[src/rtl/core/q2e_pkg.sv]
// Shared types, constants and helper functions for the quaternion to Euler angle unit.
package q2e_pkg;

  localparam int QW        = 16;
  localparam int PW        = 32;
  localparam int CW        = 37;
  localparam int ZW        = 30;
  localparam int SW        = 30;
  localparam int SQW       = 58;
  localparam int RW        = 29;
  localparam int SQ_CELLS  = 29;
  localparam int SQ_TOP    = 56;
  localparam int THR_W     = 29;
  localparam int TAB_LEN   = 32;
  localparam int FW        = 32;
  localparam int DEF_CORDIC_STAGES = 16;

  localparam logic [THR_W-1:0] THR_RESET = THR_W'(134217594);
  localparam logic signed [ZW-1:0] DEG90_FINE = ZW'(94371840);
  localparam logic signed [FW-1:0] OUT_HALF  = FW'(23040);
  localparam logic signed [FW-1:0] OUT_FULL  = FW'(46080);
  localparam logic signed [FW-1:0] OUT_QUART = FW'(11520);

  localparam logic [1:0] CASE_NORMAL = 2'd0;
  localparam logic [1:0] CASE_NEG    = 2'd1;
  localparam logic [1:0] CASE_POS    = 2'd2;

  localparam logic [ZW-1:0] ATAN_TAB [TAB_LEN] = '{
    ZW'(47185920), ZW'(27855475), ZW'(14718068), ZW'(7471121),
    ZW'(3750058),  ZW'(1876857),  ZW'(938658),   ZW'(469357),
    ZW'(234682),   ZW'(117342),   ZW'(58671),    ZW'(29335),
    ZW'(14668),    ZW'(7334),     ZW'(3667),     ZW'(1833),
    ZW'(917),      ZW'(458),      ZW'(229),      ZW'(115),
    ZW'(57),       ZW'(29),       ZW'(14),       ZW'(7),
    ZW'(4),        ZW'(2),        ZW'(1),        ZW'(0),
    ZW'(0),        ZW'(0),        ZW'(0),        ZW'(0)
  };

  typedef struct packed {
    logic                 valid;
    logic [1:0]           pcase;
    logic signed [CW-1:0] yy;
    logic signed [CW-1:0] yx;
    logic signed [CW-1:0] ry;
    logic signed [CW-1:0] rx;
    logic signed [SW-1:0] s;
  } side_t;

  typedef struct packed {
    logic [SQW-1:0] rem;
    logic [SQW-1:0] root;
    side_t          side;
  } sqrt_t;

  typedef struct packed {
    logic                 zero;
    logic signed [CW-1:0] x;
    logic signed [CW-1:0] y;
    logic signed [ZW-1:0] z;
  } lane_t;

  typedef struct packed {
    logic        valid;
    logic [1:0]  pcase;
    lane_t [2:0] lane;
  } crd_t;

  // quadrant fold so the vectoring loop sees x >= 0
  function automatic lane_t prerot(logic signed [CW-1:0] y, logic signed [CW-1:0] x);
    lane_t l;
    l.zero = (x == '0) && (y == '0);
    l.x = x;
    l.y = y;
    l.z = '0;
    if (x < 0) begin
      if (y >= 0) begin
        l.x = y;
        l.y = -x;
        l.z = DEG90_FINE;
      end else begin
        l.x = -y;
        l.y = x;
        l.z = -DEG90_FINE;
      end
    end
    return l;
  endfunction

  function automatic logic signed [FW-1:0] to_out(logic signed [FW-1:0] fine);
    logic signed [FW-1:0] r;
    r = (fine + FW'(4096)) >>> 13;
    return r;
  endfunction

  function automatic logic signed [FW-1:0] wrap_out(logic signed [FW-1:0] v);
    logic signed [FW-1:0] r;
    r = v;
    if (r > OUT_HALF) r = r - OUT_FULL;
    if (r > OUT_HALF) r = r - OUT_FULL;
    if (r <= -OUT_HALF) r = r + OUT_FULL;
    if (r <= -OUT_HALF) r = r + OUT_FULL;
    return r;
  endfunction

endpackage

[src/rtl/core/q2e_sqrt_cell.sv]
// One digit step of the pipelined integer square root, with side data carried along.
module q2e_sqrt_cell #(
  parameter int BIT_POS = 56
) (
  input  logic             clk,
  input  logic             rst_n,
  input  q2e_pkg::sqrt_t   d_in,
  output q2e_pkg::sqrt_t   d_out
);

  localparam logic [q2e_pkg::SQW-1:0] BIT = q2e_pkg::SQW'(1) << BIT_POS;

  q2e_pkg::sqrt_t d_r, d_nxt;
  logic [q2e_pkg::SQW-1:0] trial;

  always_comb begin
    trial = d_in.root + BIT;
    d_nxt = d_in;
    if (d_in.rem >= trial) begin
      d_nxt.rem  = d_in.rem - trial;
      d_nxt.root = (d_in.root >> 1) + BIT;
    end else begin
      d_nxt.root = d_in.root >> 1;
    end
  end

  always_ff @(posedge clk) begin
    d_r <= d_nxt;
    if (!rst_n) d_r.side.valid <= 1'b0;
  end

  assign d_out = d_r;

endmodule

[config.mk]
export PLATFORM = sky130hd
export DESIGN_NAME = q2e_sqrt_cell
export DESIGN_NICKNAME = d
export VERILOG_FILES = /design/src/rtl/core/q2e_pkg.sv /design/src/rtl/core/q2e_sqrt_cell.sv
export SDC_FILE = /design/constraint.sdc
export NUM_CORES = 1
export LEC_CHECK = 0
export ABC_AREA = 1
export BUFFER_PORTS_ARGS = -buffer_cell sky130_fd_sc_hd__clkbuf_2
export CORE_AREA = 2 2 232 234
export DETAILED_ROUTE_END_ITERATION = 16
export DIE_AREA = 0 0 234 236
export PLACE_DENSITY = 0.54
export SYNTH_ARGS = -nofsm -noshare
export SYNTH_HDL_FRONTEND = slang
export SYNTH_SLANG_ARGS = --single-unit
[constraint.sdc]
create_clock -name clk -period 4.6 [get_ports clk]
set_clock_uncertainty 0.1 [all_clocks]
set_input_delay 0.23 -clock clk [delete_from_list [all_inputs] [get_ports clk]]
set_output_delay 0.23 -clock clk [all_outputs]
set_load 0.1 [all_outputs]
## After elaboration in Yosys (flattened, before gate mapping)

Index checks and enable logic that the tools add are counted.

- Input bits: 299
- Flip-flop bits (word level): 297

- Add/subtract/negate cells: 3
- Multiplexer cells: 2
- Magnitude comparators: 1

Operators by type and width:

| operator | number |
|---|---|
| $add 57x57->58 const B | 1 |
| $add 58x57->58 const B | 1 |
| $ge 58x58->1 | 1 |
| $mux 58 | 1 |
| $sub 58x58->58 | 1 |
| $mux 57 | 1 |

## Depth between registers and ports, before layout

- Depth in word-level cells: 3
- Gate-level depth with buffers: 16
- Depth with buffers taken out: 16

## Worst setup path after synthesis

No wires, ideal clock.

- Kind: in2reg
- Start point: input port d_in[239] in the netlist's numbering
- End point: register d_r, in the netlist d_out[288]
- Path slack: 2447 ps
- Library setup time: 113 ps
- Stages: 14
- Arrival: 1939 ps
- Cell sequence: inv_1 -> ha_1 -> inv_1 -> fa_1 -> nand3_1 -> nand3_1 -> nand2_1 -> nand3_1 -> nand2_2 -> nand3_2 -> buf_6 -> buf_6 -> nand3_1 -> nand2_1

RTL lines:

| what | RTL line | text |
|---|---|---|
| start: declaration | q2e_sqrt_cell.sv:7 | `input q2e_pkg::sqrt_t d_in,` |
| end signal: assignment | q2e_sqrt_cell.sv:28 | `d_r <= d_nxt;` |
| end: declaration | q2e_sqrt_cell.sv:13 | `q2e_pkg::sqrt_t d_r, d_nxt;` |

==> summary.md <==
| Metric | Value |
|---|---|
| Status | finished, final reports clean |
| Synth cell types | 34 |
| Die Span X | 234 um |
| Flop and latch count out of synthesis | 297 |
| Clock slew at reported path FFs | 0.06 ns |
| Post-Syn Area | 12,400 um^2 |
| Rows | 85 |
| Number of buffers created by CTS | 37 |
| Final min period | 3.50 ns |
| Final hold vios | 0 |
| NumNets Final | 2,992 |
| Detailed-route DRC error count | 0 |
| Layout area overhead | 64.2% |
| MaxCap Viol Count | 0 |
| Sw Ratio | 42.9% |
| Syn Area/Cell | 7.24 um^2 |
| GRT Total Usage | 25.1% |
| Period utilisation layout | 76.0% |
| Synth Flop Type | dfxtp_1 |
| CTS root buffer | clkbuf_16 |
| Pre-Repair DR Iteration Count | 5 |
| CP max FO | 72 |
| Clock power share | 32.4% |
| Cell with the most instances after synthesis | nand2_1 |
| Worst Max-Slew Pin Slew | 0.755 ns |
| Post-synth EDFFs | 0 |
| Area contributors post-synth | dfxtp_1 (48%), nand2_1 (18%), inv_1 (11%), ha_1 (5.9%), nand3_1 (2.9%) |
| Xor/xnor share of the synthesized area | 2.05% |
| Final hold slack | 0.217 ns |
| Crit. Startpoint | d_in[215] |
| Main combinational cell family by area after synthesis | simple AND/OR/NAND/NOR gates |
| Switch Pwr | 3.88 mW |
| Critical Path RT | 5.00 ns |
| First-pass GRT wire length | 99,100 um |
| Initial Utilization | 23.4% |
| Start point of the worst hold path | d_in[152] |
| Adder-cell share of the synthesized area | 6.01% |
| Fmax | 286 MHz |
| Syn Nets | 2,071 |
| Clock sinks | 297 |
| DRT Wirelength | 71,200 um |
| Sequential area share after synthesis | 47.9% |
| Hpwl dp | 59,300 um |
| Top-Level Pins | 596 |
| Post-route ant nets | 0 |
| Die footprint | 55,200 um^2 |
| Final weighted congestion in routability-driven placement | 0.937 |
| Seq pwr share | 32.1% |
| IO Port Bufs | 595 |
| Startpoint Class | primary input |
| Max_slew headroom | 49.9% |
| Largest net degree at the start of global routing | 73 |
| Layout cells sized above 1 | 25.6% |
| Synth async-reset ratio | 0% |
| Compound-Gate Fraction of Synth Area | 3.20% |
| Vias in the first global route | 14,522 |
| Initial antenna violation count | 5 |
| Synth top area share | 47.9% |
| Vias/cell | 4.13 |
| Setup CP Type | primary input to flip-flop |
| Placeable Area | 53,100 um^2 |
| Mux cell area share after synthesis | 0% |
| Post-DR wirelength/cell | 21.2 um |
| CTS tree | yes |
| Setup violators final | 0 |
| CP Capture Point | d_out[239]$_DFF_P_ |
| Post-synth top cells | nand2_1 (604), inv_1 (375), dfxtp_1 (297), nor2_1 (92), nand3_1 (73) |
| Crit path capture type | flip-flop |
| Max reg flops | 297 |
| Synth area leader | dfxtp_1 |
| YS warnings | 0 |
| Initial DRC Count | 682 |
| Setup bufs post-CTS | 0 |
| Die H | 236 um |
| Total gr overflow | 0 |
| Cell-internal power | 5.16 mW |
| Power per standard cell area | 444 nW/um^2 |
| Max Buffers Root-to-Sink | 3 |
| Max H-tree Level | 2 |
| Min-delay worst type | primary input to flip-flop |
| Synth Area in Simple Gates | 28.1% |
| Gate power share | 35.5% |
| Vias | 13,873 |
| Max VDD drop | 0.396 mV |
| Cell count after synthesis | 1,713 |
| Arr. time, crit path | 3.90 ns |
| Max-slew violations | 0 |
| Tot Pwr | 9.04 mW |
| Leakage power | 11.5 nW |
| Setup TNS Final | 0 ns |
| RSZ-0062 raised after global routing | false |
-- layout make-up --
cell class | instances | area, um^2
diodes | 5 | 12.5
clock buffers | 47 | 1020
clock inverters | 17 | 166
fillers | 5591 | 32700
inverters | 387 | 1450
multi-input cells | 1013 | 4880
flip-flops and latches | 297 | 5950
well taps | 696 | 871
repair buffers | 898 | 6010
-- worst max-delay path, stage by stage --
cell and delay, ns:
dlygate4sd3_1 0.54, clkbuf_2 0.12, inv_1 0.06, ha_1 0.39
nand2_1 0.19, nor2_2 0.21, inv_2 0.08, nor2_4 0.10
nand2_2 0.10, nor3_2 0.29, nand4_4 0.11, buf_4 0.29
nand3_2 0.16, buf_12 0.25, nand2_1 0.09, o21ai_1 0.08
dlygate4sd3_1 0.55
-- cells in the final DEF (no fill, tap or decap), types with 5 or more instances in the layout --
master         count
dfxtp_1          297
nand3b_1           6
inv_2             10
clkbuf_2         595
nand3_1           73
nand4_1           39
xor2_1            28
inv_6              6
ha_1              58
o21ai_1           32
nor2_1            92
nor3_1            16
a21oi_1           38
clkbuf_8           6
clkinv_2           6
diode_2            5
dlygate4sd3_1    298
inv_1            375
clkbuf_16         37
nand2_1          604
-- logic make-up (layout without fill, tap and decap cells) --
group           Yosys count  count (layout)
buf+inv                 403            1349
simple gates            848             848
compound gates           77              77
fa+ha+maj                59              59
other cells               0               5
xor+xnor                 29              29
flops                   297             297
-- worst min-delay path by stage --
stage / to / cells past startpoint / slack [ns]
finish: d_out[152]$_DFF_P_ / 2 / 0.22
global route: d_out[152]$_DFF_P_ / 2 / 0.20
CTS: d_out[220]$_DFF_P_ / 2 / 0.19
detailed placement: d_out[0]$_DFF_P_ / 1 / 0.23
global placement: d_out[98]$_DFF_P_ / 1 / 0.23
floorplan: d_out[0]$_DFF_P_ / 0 / 0.16
-- what timing repair did --
| item | 4_1_cts | 5_1_grt |
|---|---|---|
| hold endpoints to repair | 297 | 0 |
| hold buffers | 298 | 0 |
| resized for setup | 0 | 0 |
-- power by group through the flow --
stage          clock network (mW)  registers, mW  logic [mW]
2_1_floorplan                   0           4.53       0.653
3_3_place_gp                    0           2.96        3.00
3_5_place_dp                    0           2.95        2.99
4_1_cts                      3.00           2.90        3.22
5_1_grt                      3.09           2.91        3.37
6_report                     2.93           2.90        3.21
-- per-stage QoR --
step	util [%]	setup WS, ns	cell area, um^2	cells
floorplan	-	2.45	12400	1713
global placement	30.5	1.48	16200	2993
detailed placement	30.5	1.49	16200	2993
CTS	38.4	1.08	20400	3355
global route	38.4	0.831	20400	3358
finish	38.4	1.10	20400	3360
-- metal layers --
metal	wire [um]	GRT usage, %	part of all wire, %	vias to the layer above
li1	-	-	-	6969
met3	4350	4.97	6.1	86
met1	30100	30.4	42	6358
met2	33800	43.5	47	458
met5	13	0	0.018	-
met4	2930	9.51	4.1	2
Note: power is estimated with default switching activity, not from simulation.
