--- src/rtl/core/q2e_pkg.sv ---
// Shared types, constants and helper functions for the quaternion to Euler angle unit.
package q2e_pkg;

  localparam int QW        = 16;
  localparam int PW        = 32;
  localparam int CW        = 37;
  localparam int ZW        = 30;
  localparam int SW        = 30;
  localparam int SQW       = 58;
  localparam int RW        = 29;
  localparam int SQ_CELLS  = 29;
  localparam int SQ_TOP    = 56;
  localparam int THR_W     = 29;
  localparam int TAB_LEN   = 32;
  localparam int FW        = 32;
  localparam int DEF_CORDIC_STAGES = 16;

  localparam logic [THR_W-1:0] THR_RESET = THR_W'(134217594);
  localparam logic signed [ZW-1:0] DEG90_FINE = ZW'(94371840);
  localparam logic signed [FW-1:0] OUT_HALF  = FW'(23040);
  localparam logic signed [FW-1:0] OUT_FULL  = FW'(46080);
  localparam logic signed [FW-1:0] OUT_QUART = FW'(11520);

  localparam logic [1:0] CASE_NORMAL = 2'd0;
  localparam logic [1:0] CASE_NEG    = 2'd1;
  localparam logic [1:0] CASE_POS    = 2'd2;

  localparam logic [ZW-1:0] ATAN_TAB [TAB_LEN] = '{
    ZW'(47185920), ZW'(27855475), ZW'(14718068), ZW'(7471121),
    ZW'(3750058),  ZW'(1876857),  ZW'(938658),   ZW'(469357),
    ZW'(234682),   ZW'(117342),   ZW'(58671),    ZW'(29335),
    ZW'(14668),    ZW'(7334),     ZW'(3667),     ZW'(1833),
    ZW'(917),      ZW'(458),      ZW'(229),      ZW'(115),
    ZW'(57),       ZW'(29),       ZW'(14),       ZW'(7),
    ZW'(4),        ZW'(2),        ZW'(1),        ZW'(0),
    ZW'(0),        ZW'(0),        ZW'(0),        ZW'(0)
  };

  typedef struct packed {
    logic                 valid;
    logic [1:0]           pcase;
    logic signed [CW-1:0] yy;
    logic signed [CW-1:0] yx;
    logic signed [CW-1:0] ry;
    logic signed [CW-1:0] rx;
    logic signed [SW-1:0] s;
  } side_t;

  typedef struct packed {
    logic [SQW-1:0] rem;
    logic [SQW-1:0] root;
    side_t          side;
  } sqrt_t;

  typedef struct packed {
    logic                 zero;
    logic signed [CW-1:0] x;
    logic signed [CW-1:0] y;
    logic signed [ZW-1:0] z;
  } lane_t;

  typedef struct packed {
    logic        valid;
    logic [1:0]  pcase;
    lane_t [2:0] lane;
  } crd_t;

  // quadrant fold so the vectoring loop sees x >= 0
  function automatic lane_t prerot(logic signed [CW-1:0] y, logic signed [CW-1:0] x);
    lane_t l;
    l.zero = (x == '0) && (y == '0);
    l.x = x;
    l.y = y;
    l.z = '0;
    if (x < 0) begin
      if (y >= 0) begin
        l.x = y;
        l.y = -x;
        l.z = DEG90_FINE;
      end else begin
        l.x = -y;
        l.y = x;
        l.z = -DEG90_FINE;
      end
    end
    return l;
  endfunction

  function automatic logic signed [FW-1:0] to_out(logic signed [FW-1:0] fine);
    logic signed [FW-1:0] r;
    r = (fine + FW'(4096)) >>> 13;
    return r;
  endfunction

  function automatic logic signed [FW-1:0] wrap_out(logic signed [FW-1:0] v);
    logic signed [FW-1:0] r;
    r = v;
    if (r > OUT_HALF) r = r - OUT_FULL;
    if (r > OUT_HALF) r = r - OUT_FULL;
    if (r <= -OUT_HALF) r = r + OUT_FULL;
    if (r <= -OUT_HALF) r = r + OUT_FULL;
    return r;
  endfunction

endpackage

--- src/rtl/core/q2e_cordic_cell.sv ---
// One vectoring CORDIC iteration for the pitch, yaw and roll lanes.
module q2e_cordic_cell #(
  parameter int STAGE = 0
) (
  input  logic          clk,
  input  logic          rst_n,
  input  q2e_pkg::crd_t d_in,
  output q2e_pkg::crd_t d_out
);

  localparam logic signed [q2e_pkg::ZW-1:0] ANG = q2e_pkg::ATAN_TAB[STAGE];

  q2e_pkg::crd_t d_r, d_nxt;

  always_comb begin
    d_nxt = d_in;
    for (int k = 0; k < 3; k++) begin
      if (d_in.lane[k].y >= 0) begin
        d_nxt.lane[k].x = d_in.lane[k].x + (d_in.lane[k].y >>> STAGE);
        d_nxt.lane[k].y = d_in.lane[k].y - (d_in.lane[k].x >>> STAGE);
        d_nxt.lane[k].z = d_in.lane[k].z + ANG;
      end else begin
        d_nxt.lane[k].x = d_in.lane[k].x - (d_in.lane[k].y >>> STAGE);
        d_nxt.lane[k].y = d_in.lane[k].y + (d_in.lane[k].x >>> STAGE);
        d_nxt.lane[k].z = d_in.lane[k].z - ANG;
      end
    end
  end

  always_ff @(posedge clk) begin
    d_r <= d_nxt;
    if (!rst_n) d_r.valid <= 1'b0;
  end

  assign d_out = d_r;

endmodule

--- config.mk ---
export PLATFORM = sky130hd
export DESIGN_NAME = q2e_cordic_cell
export DESIGN_NICKNAME = d
export VERILOG_FILES = /design/src/rtl/core/q2e_pkg.sv /design/src/rtl/core/q2e_cordic_cell.sv
export SDC_FILE = /design/constraint.sdc
export NUM_CORES = 1
export LEC_CHECK = 0
export BUFFER_PORTS_ARGS = -buffer_cell sky130_fd_sc_hd__buf_2
export CAP_MARGIN = 20
export CORE_MARGIN = 2
export CORE_UTILIZATION = 35
export CTS_CLUSTER_DIAMETER = 200
export DETAILED_ROUTE_END_ITERATION = 10
export PLACE_DENSITY = 0.61
export SLEW_MARGIN = 20
export SYNTH_ARGS = -nofsm -noshare
export SYNTH_HDL_FRONTEND = slang
export SYNTH_SLANG_ARGS = --single-unit
export TNS_END_PERCENT = 30
--- constraint.sdc ---
create_clock -name clk -period 8.4 [get_ports clk]
set_clock_uncertainty 0.1 [all_clocks]
set_input_delay 0.42 -clock clk [delete_from_list [all_inputs] [get_ports clk]]
set_output_delay 0.42 -clock clk [all_outputs]
set_load 0.02 [all_outputs]
After elaboration in Yosys (flattened, before gate mapping). Index checks and enable logic that the tools add are counted. Widths: inputs -> output; s select.

Bits in registers: 318. Input port bits: 320. Output and inout bits: 318. Logic and storage cells: 35.

$add $sub $neg: 15. $lt $le $gt $ge: 3. Mux-type cells: 3.

Operators by type and width (count): $mux 104 (3); $sub 37x37->37 (6); $add 37x37->37 (3); $ge 37x1->1 const B (3); $add 30x27->30 const B (3); $sub 30x27->30 const B (3).

Depth between registers and ports, before layout. Gate-level depths: netlist (run 1).

Word-level depth: 2. Depth in mapped cells: 14. Mapped depth without buffers: 13.

Least setup slack after synthesis (run 1). No wires, ideal clock.

Path kind: input port to flip-flop. Start point: input port d_in[240] in the netlist's numbering. End point: register d_r, in the netlist d_out[311]. Library setup time: 134 ps. Arrival time: 3098 ps. Data required time: 8166 ps. Slack: 5069 ps. Stages on the path: 13. Path buffers: 0. Cells stage by stage: ha_1 inv_1 fa_1 o21ba_1 a2111o_1 a211oi_2 o2111ai_1 o21ai_2 a311oi_4 o41ai_4 mux2i_1 o311a_1 o211ai_1.

RTL lines: start: declaration (RTL line q2e_cordic_cell.sv:7) `input q2e_pkg::crd_t d_in,`; end signal: assignment (RTL line q2e_cordic_cell.sv:31) `d_r <= d_nxt;`; end: declaration (RTL line q2e_cordic_cell.sv:13) `q2e_pkg::crd_t d_r, d_nxt;`.

==> impl_metrics.json, run 1 <==
{
  "cts_setup_buffers": 0,
  "syn_to_final_growth_pct": 22.75,
  "routabilityCongestion": 0.9887,
  "cts_buffer_depth": 3,
  "numPortBuffers": 637,
  "antenna_left": 0,
  "yosys.area.top_type": "dfxtp_1",
  "io_pins": 638,
  "grt_util_met3": 0.04616,
  "cts_root_buffer": "clkbuf_16",
  "p_int_mw": 3.764,
  "max_cap_violations": 0,
  "finalSetupTns_ns": 0,
  "via_per_inst": 5.421,
  "drtIter0Drc": 2495,
  "combPwrFrac": 0.398,
  "die_area_um2": 77060,
  "status": "completed",
  "instances_no_fill": 4994,
  "yosys-top-cells-count": "423 x a21oi_1, 348 x ha_1, 339 x inv_1, 315 x dfxtp_1, 298 x nor2_1",
  "gr-usage-met1": 0.3145,
  "hold_viol": 0,
  "synth_area_um2": 26200,
  "endpoint_kind": "flip-flop",
  "coreArea_um2": 74320,
  "synthTopCellsByArea": "dfxtp_1 24%, ha_1 17%, a21oi_1 8.1%",
  "ys_seq_area_frac": 0.2407,
  "tritoncts.num_buffers": 41,
  "dp_cells": 4834,
  "grt_pass1_vias": 26251,
  "grt-ovfl-total": 0,
  "synth.distinct_cells": 89,
  "wl_per_cell_um": 20.04,
  "drc": 0,
  "ctsResizeCount": 0,
  "power_leakage_nw": 15.54,
  "antenna_found_initial": 24,
  "hpwl_um": 79720,
  "fill_cells": 7657,
  "crit_fanout": 14,
  "cp.required_ns": 8.78,
  "synthesis.nets": 4046,
  "synthMostInstantiatedCell": "a21oi_1",
  "row_count": 100,
  "crit_type": "primary input to flip-flop",
  "slew_viol_final": 0,
  "path_clk_slew_ns": 0.06,
  "grtUsageTotal": 0.2465,
  "ys_warn_count": 0,
  "netlist.area_leader.share": 0.2407,
  "htreeDepth": 2,
  "die_w_um": 277.6,
  "crit_arrival_ns": 4.25,
  "power_density_nw_per_um2": 192.9,
  "synthArstFlopShare": 0,
  "drtPass1Iterations": 5,
  "grt_start_max_net_pins": 87,
  "rsz0062_at_grt": "false",
  "synth_edf_count": 0,
  "max-slew-margin-rel": 0.2981,
  "ys_ff_latch": 315,
  "routed_wl_um": 100100,
  "ctsHoldBuffers": 73,
  "drive_above_1_share": 0.1884,
  "tightest_slew_ns": 1.039,
  "tritoncts": "yes",
  "worst_hold_slack_ns": 0.04312,
  "die_h_um": 277.6,
  "synth_cells": 3366,
  "avgSynthCellArea_um2": 7.783,
  "initial_core_util": 0.3525,
  "hold_path_class": "primary input to flip-flop",
  "synth_ff_type": "dfxtp_1",
  "period_share": 0.4605,
  "nets": 4661,
  "switchingPower_mw": 2.440,
  "ir_drop_mv": 0.1690,
  "sequentialPowerShare": 0.306,
  "grt_first_pass_wirelength_um": 151200,
  "cts.sinks": 315,
  "grt.busiest_layer": "met2",
  "fmax_ghz": 0.2585,
  "use_met2": 0.4151,
  "vias": 27072,
  "setup_viol": 0,
  "clkPwrFrac": 0.296,
  "worstSetupStartpointType": "primary input",
  "largest_register_ffs": 315,
  "period_needed_ns": 3.869,
  "post-route-util": 0.4327,
  "swShare": 0.3933
}
==> worst max-delay path, cell delays in order <==
cell and delay (ns):
buf_2 0.10, inv_1 0.04, ha_1 0.60, inv_1 0.21
a2111oi_0 0.60, o32a_1 0.23, a21oi_1 0.07, buf_4 0.17
a21oi_1 0.23, o21ai_0 0.20, a21boi_0 0.68, o21ai_0 0.25
a21oi_1 0.24, xor2_1 0.17
==> cell families (layout without fill, tap and decap cells) <==
kind of cell,count (synthesis),after routing,synth area share
AO/OA/AOI/OAI,1107,1107,0.2652
AND/OR/NAND/NOR,785,785,0.1401
buffers and inverters,501,1147,0.07593
adder cells (fa/ha/maj),360,360,0.1754
flip-flops,315,315,0.2407
XOR/XNOR,235,235,0.07856
multiplexers,63,63,0.02421
other,0,13,0
==> through the flow <==
| stage | area, µm² | setup WS (ns) | power [mW] |
|---|---|---|---|
| 2_1_floorplan | 26200 | 5.069 | 3.470 |
| 3_5_place_dp | 30000 | 4.071 | 4.326 |
| 6_report | 32160 | 4.531 | 6.203 |
| 4_1_cts | 32130 | 4.696 | 6.231 |
| 3_3_place_gp | 30000 | 4.148 | 4.339 |
| 5_1_grt | 32150 | 4.128 | 6.512 |
==> area by class of cell <==
| type | count | area, µm² | area share |
|---|---|---|---|
| Tap cell | 969 | 1212 | 0.03770 |
| Timing Repair Buffer | 717 | 3971 | 0.1235 |
| Clock buffer | 53 | 1122 | 0.03490 |
| Antenna cell | 13 | 32.53 | 0.001012 |
| Clock inverter | 21 | 274.0 | 0.008521 |
| Inverter | 356 | 1336 | 0.04155 |
| Multi-Input combinational cell | 2550 | 17900 | 0.5567 |
| Sequential cell | 315 | 6306 | 0.1961 |
==> power groups by stage <==
| stage | clock network [mW] | logic [mW] | registers (mW) |
|---|---|---|---|
| global route | 1.95 | 2.65 | 1.92 |
| detailed placement | 0 | 2.40 | 1.92 |
| CTS | 1.89 | 2.44 | 1.90 |
| floorplan | 0 | 1.18 | 2.29 |
| global placement | 0 | 2.41 | 1.93 |
| finish | 1.84 | 2.47 | 1.90 |
==> routing by layer <==
layer  part of all wire  up-vias  wire length [µm]
li1                   -    12947                 -
met1               0.42    12624             41670
met2               0.47     1279             47270
met3              0.077      206              7742
met4              0.033       16              3265
met5             0.0012        -               121
==> path summary, 6_finish.rpt <==
kind	from	endpoint	slack, ns	cells past startpoint
min	d_in[277]	d_out[277]	0.04	3
max	d_in[40]	d_out[58]	4.53	14
==> placed cells by master, fill, tap and decap left out, types with 9 or more instances in the layout <==
master / count
a2111oi_0: 9
xor2_1: 44
a21oi_1: 423
dlygate4sd3_1: 73
nor3_1: 62
and2_1: 13
a21o_1: 103
clkinv_1: 12
o31ai_1: 34
xnor2_1: 191
nand2_1: 161
nand3b_1: 9
or3_1: 14
a211oi_1: 39
o21ai_0: 221
fa_1: 12
or4_1: 9
a31oi_1: 26
nor4_1: 31
or2_2: 14
clkbuf_16: 42
mux2i_1: 60
nor2b_1: 39
o21a_1: 21
o221ai_1: 10
o211ai_1: 24
nand2b_1: 30
nand4_1: 29
ha_1: 348
diode_2: 13
buf_2: 637
nand3_1: 51
o21bai_1: 73
dfxtp_1: 315
nor2_1: 298
inv_1: 337
and3_1: 13
(Power assumes the default switching activity.)
==> run 2: changes to the inputs <==
- clock period: 8.4 -> 3.7 ns (I/O delays scaled with it)
==> impl_metrics.json, run 2 (same netlist as run 1, synthesis figures left out) <==
{
  "multi_input_area_um2": 17930,
  "grt_util_met3": 0.04995,
  "finalPower_mw": 14.19,
  "seq_area_um2": 6306,
  "timing.hold.worst_path_depth": 4,
  "tightest_slew_ns": 0.9516,
  "post-route-util": 0.4533,
  "finalSetupTns_ns": 0,
  "grtUsageTotal": 0.2528,
  "power_density_nw_per_um2": 421.2,
  "endpoint_kind": "flip-flop",
  "dp_cells": 4958,
  "die_h_um": 277.6,
  "coreArea_um2": 74320,
  "power_leakage_nw": 16.38,
  "path_depth": 14,
  "worstSetupStartpointType": "primary input",
  "final_common_cell": "buf_2",
  "instances_no_fill": 5187,
  "htreeDepth": 2,
  "drc": 0,
  "wl_per_cell_um": 19.79,
  "status": "completed",
  "cts_root_buffer": "clkbuf_16",
  "path_clk_slew_ns": 0.06,
  "drive_above_1_share": 0.2097,
  "cts_buffer_depth": 3,
  "vias": 27531,
  "drtPass1Iterations": 6,
  "grt_pass1_vias": 26981,
  "fmax_ghz": 0.2783,
  "crit_family": "compound AO/OA/AOI/OAI gates",
  "hpwl_um": 81880,
  "final_cell_mix": "637 x buf_2, 423 x a21oi_1, 348 x ha_1",
  "ir_drop_mv": 0.3131,
  "die_w_um": 277.6,
  "timing.final.ws_setup_ns": 0.1073,
  "tritoncts": "yes",
  "gr-usage-met1": 0.3148,
  "antenna_found_initial": 27,
  "crit_type": "primary input to flip-flop",
  "cp.required_ns": 4.05,
  "hold_path_class": "primary input to flip-flop",
  "cp_num_buf_inv": 3,
  "slew_viol_final": 0,
  "period_needed_ns": 3.593,
  "routabilityCongestion": 0.9856,
  "crit_path_cell_trace": "dlygate4sd3_1, buf_2, ha_1, or2_2, o211ai_1, a32oi_1, nand3_1, a31oi_1, a221oi_1, buf_4, o22ai_1, a211oi_1, o21ai_0, xnor2_1",
  "dpl_worst_slack_ns": 0.1254,
  "crit_arrival_ns": 3.95,
  "tritoncts.num_buffers": 40,
  "setup_viol": 0,
  "syn_to_final_growth_pct": 28.60,
  "io_pins": 638,
  "antenna_left": 0,
  "grt_first_pass_wirelength_um": 154800,
  "cpMaxStageDelayCell": "a221oi_1",
  "numPortBuffers": 637,
  "via_per_inst": 5.308,
  "largest_register_ffs": 315,
  "cts.sinks": 315,
  "grt_start_max_net_pins": 79,
  "crit_fanout": 4,
  "max_cap_violations": 0,
  "routed_wl_um": 102700,
  "max_stage_delay_ns": 0.71,
  "die_area_um2": 77060,
  "nets": 4850,
  "drtIter0Drc": 2277,
  "period_share": 0.9710,
  "hold_viol": 0,
  "use_met2": 0.4299,
  "max-slew-margin-rel": 0.3597,
  "fill_cells": 7556,
  "grt.busiest_layer": "met2",
  "grt-ovfl-total": 0,
  "initial_core_util": 0.3525,
  "row_count": 100
}
-- run 2: cell types whose count changed in the layout (fill, tap and decap cells not counted), moves of 2 or more --
cell / delta
buf_4: +126
dlygate4sd3_1: +64
diode_2: +8
clkinvlp_4: -4
bufinv_16: -2
clkinv_2: +2
-- run 2: routing by layer --
| layer | vias up | wire length (µm) | part of all wire |
|---|---|---|---|
| li1 | 13324 | - | - |
| met1 | 12798 | 42890 | 0.42 |
| met2 | 1141 | 48230 | 0.47 |
| met3 | 248 | 7457 | 0.073 |
| met4 | 20 | 3951 | 0.038 |
| met5 | - | 129 | 0.0013 |
-- run 2: report_power, final --
part           internal (mW)  total [mW]  switching, mW
clock network           2.33        3.97           1.64
registers               4.08        4.31          0.225
logic                   2.20        5.92           3.72
total                   8.60        14.2           5.59
-- run 2: through the flow --
| stage | hold WS (ns) | instance area [µm²] |
|---|---|---|
| detailed placement | 0.1886 | 30930 |
| global placement | 0.1874 | 30930 |
| CTS | 0.0007468 | 33600 |
| floorplan | 0.1127 | 26200 |
| global route | 0.03885 | 33670 |
| finish | 0.03579 | 33690 |
-- run 2: what timing repair did --
| item | in CTS | in global routing |
|---|---|---|
| hold buffers | 137 | 0 |
| buffers inserted | 0 | 2 |
| gates resized for setup | 0 | 6 |
| hold endpoints to repair | 115 | 0 |
| setup endpoints to repair | 0 | 3 |
-- run 2: area by class of cell --
cell class | instances | area share
clock inverters | 16 | 0.005422
clock buffers | 53 | 0.03302
multi-input cells | 2550 | 0.5322
repair buffers | 907 | 0.1650
flip-flops and latches | 315 | 0.1872
inverters | 356 | 0.03966
diodes | 21 | 0.001560
well taps | 969 | 0.03599
-- run 2: worst min-delay path: cells and delay by family --
family                     cells  cell delay [ns]
xor gates and xnor gates       1             0.14
buffers and inverters          2             0.19
adders and majority gates      1             0.14
-- run 2: worst paths after layout --
check	startpoint	to	slack [ns]
max	d_in[278]	d_out[308]	0.11
min	d_in[298]	d_out[261]	0.04
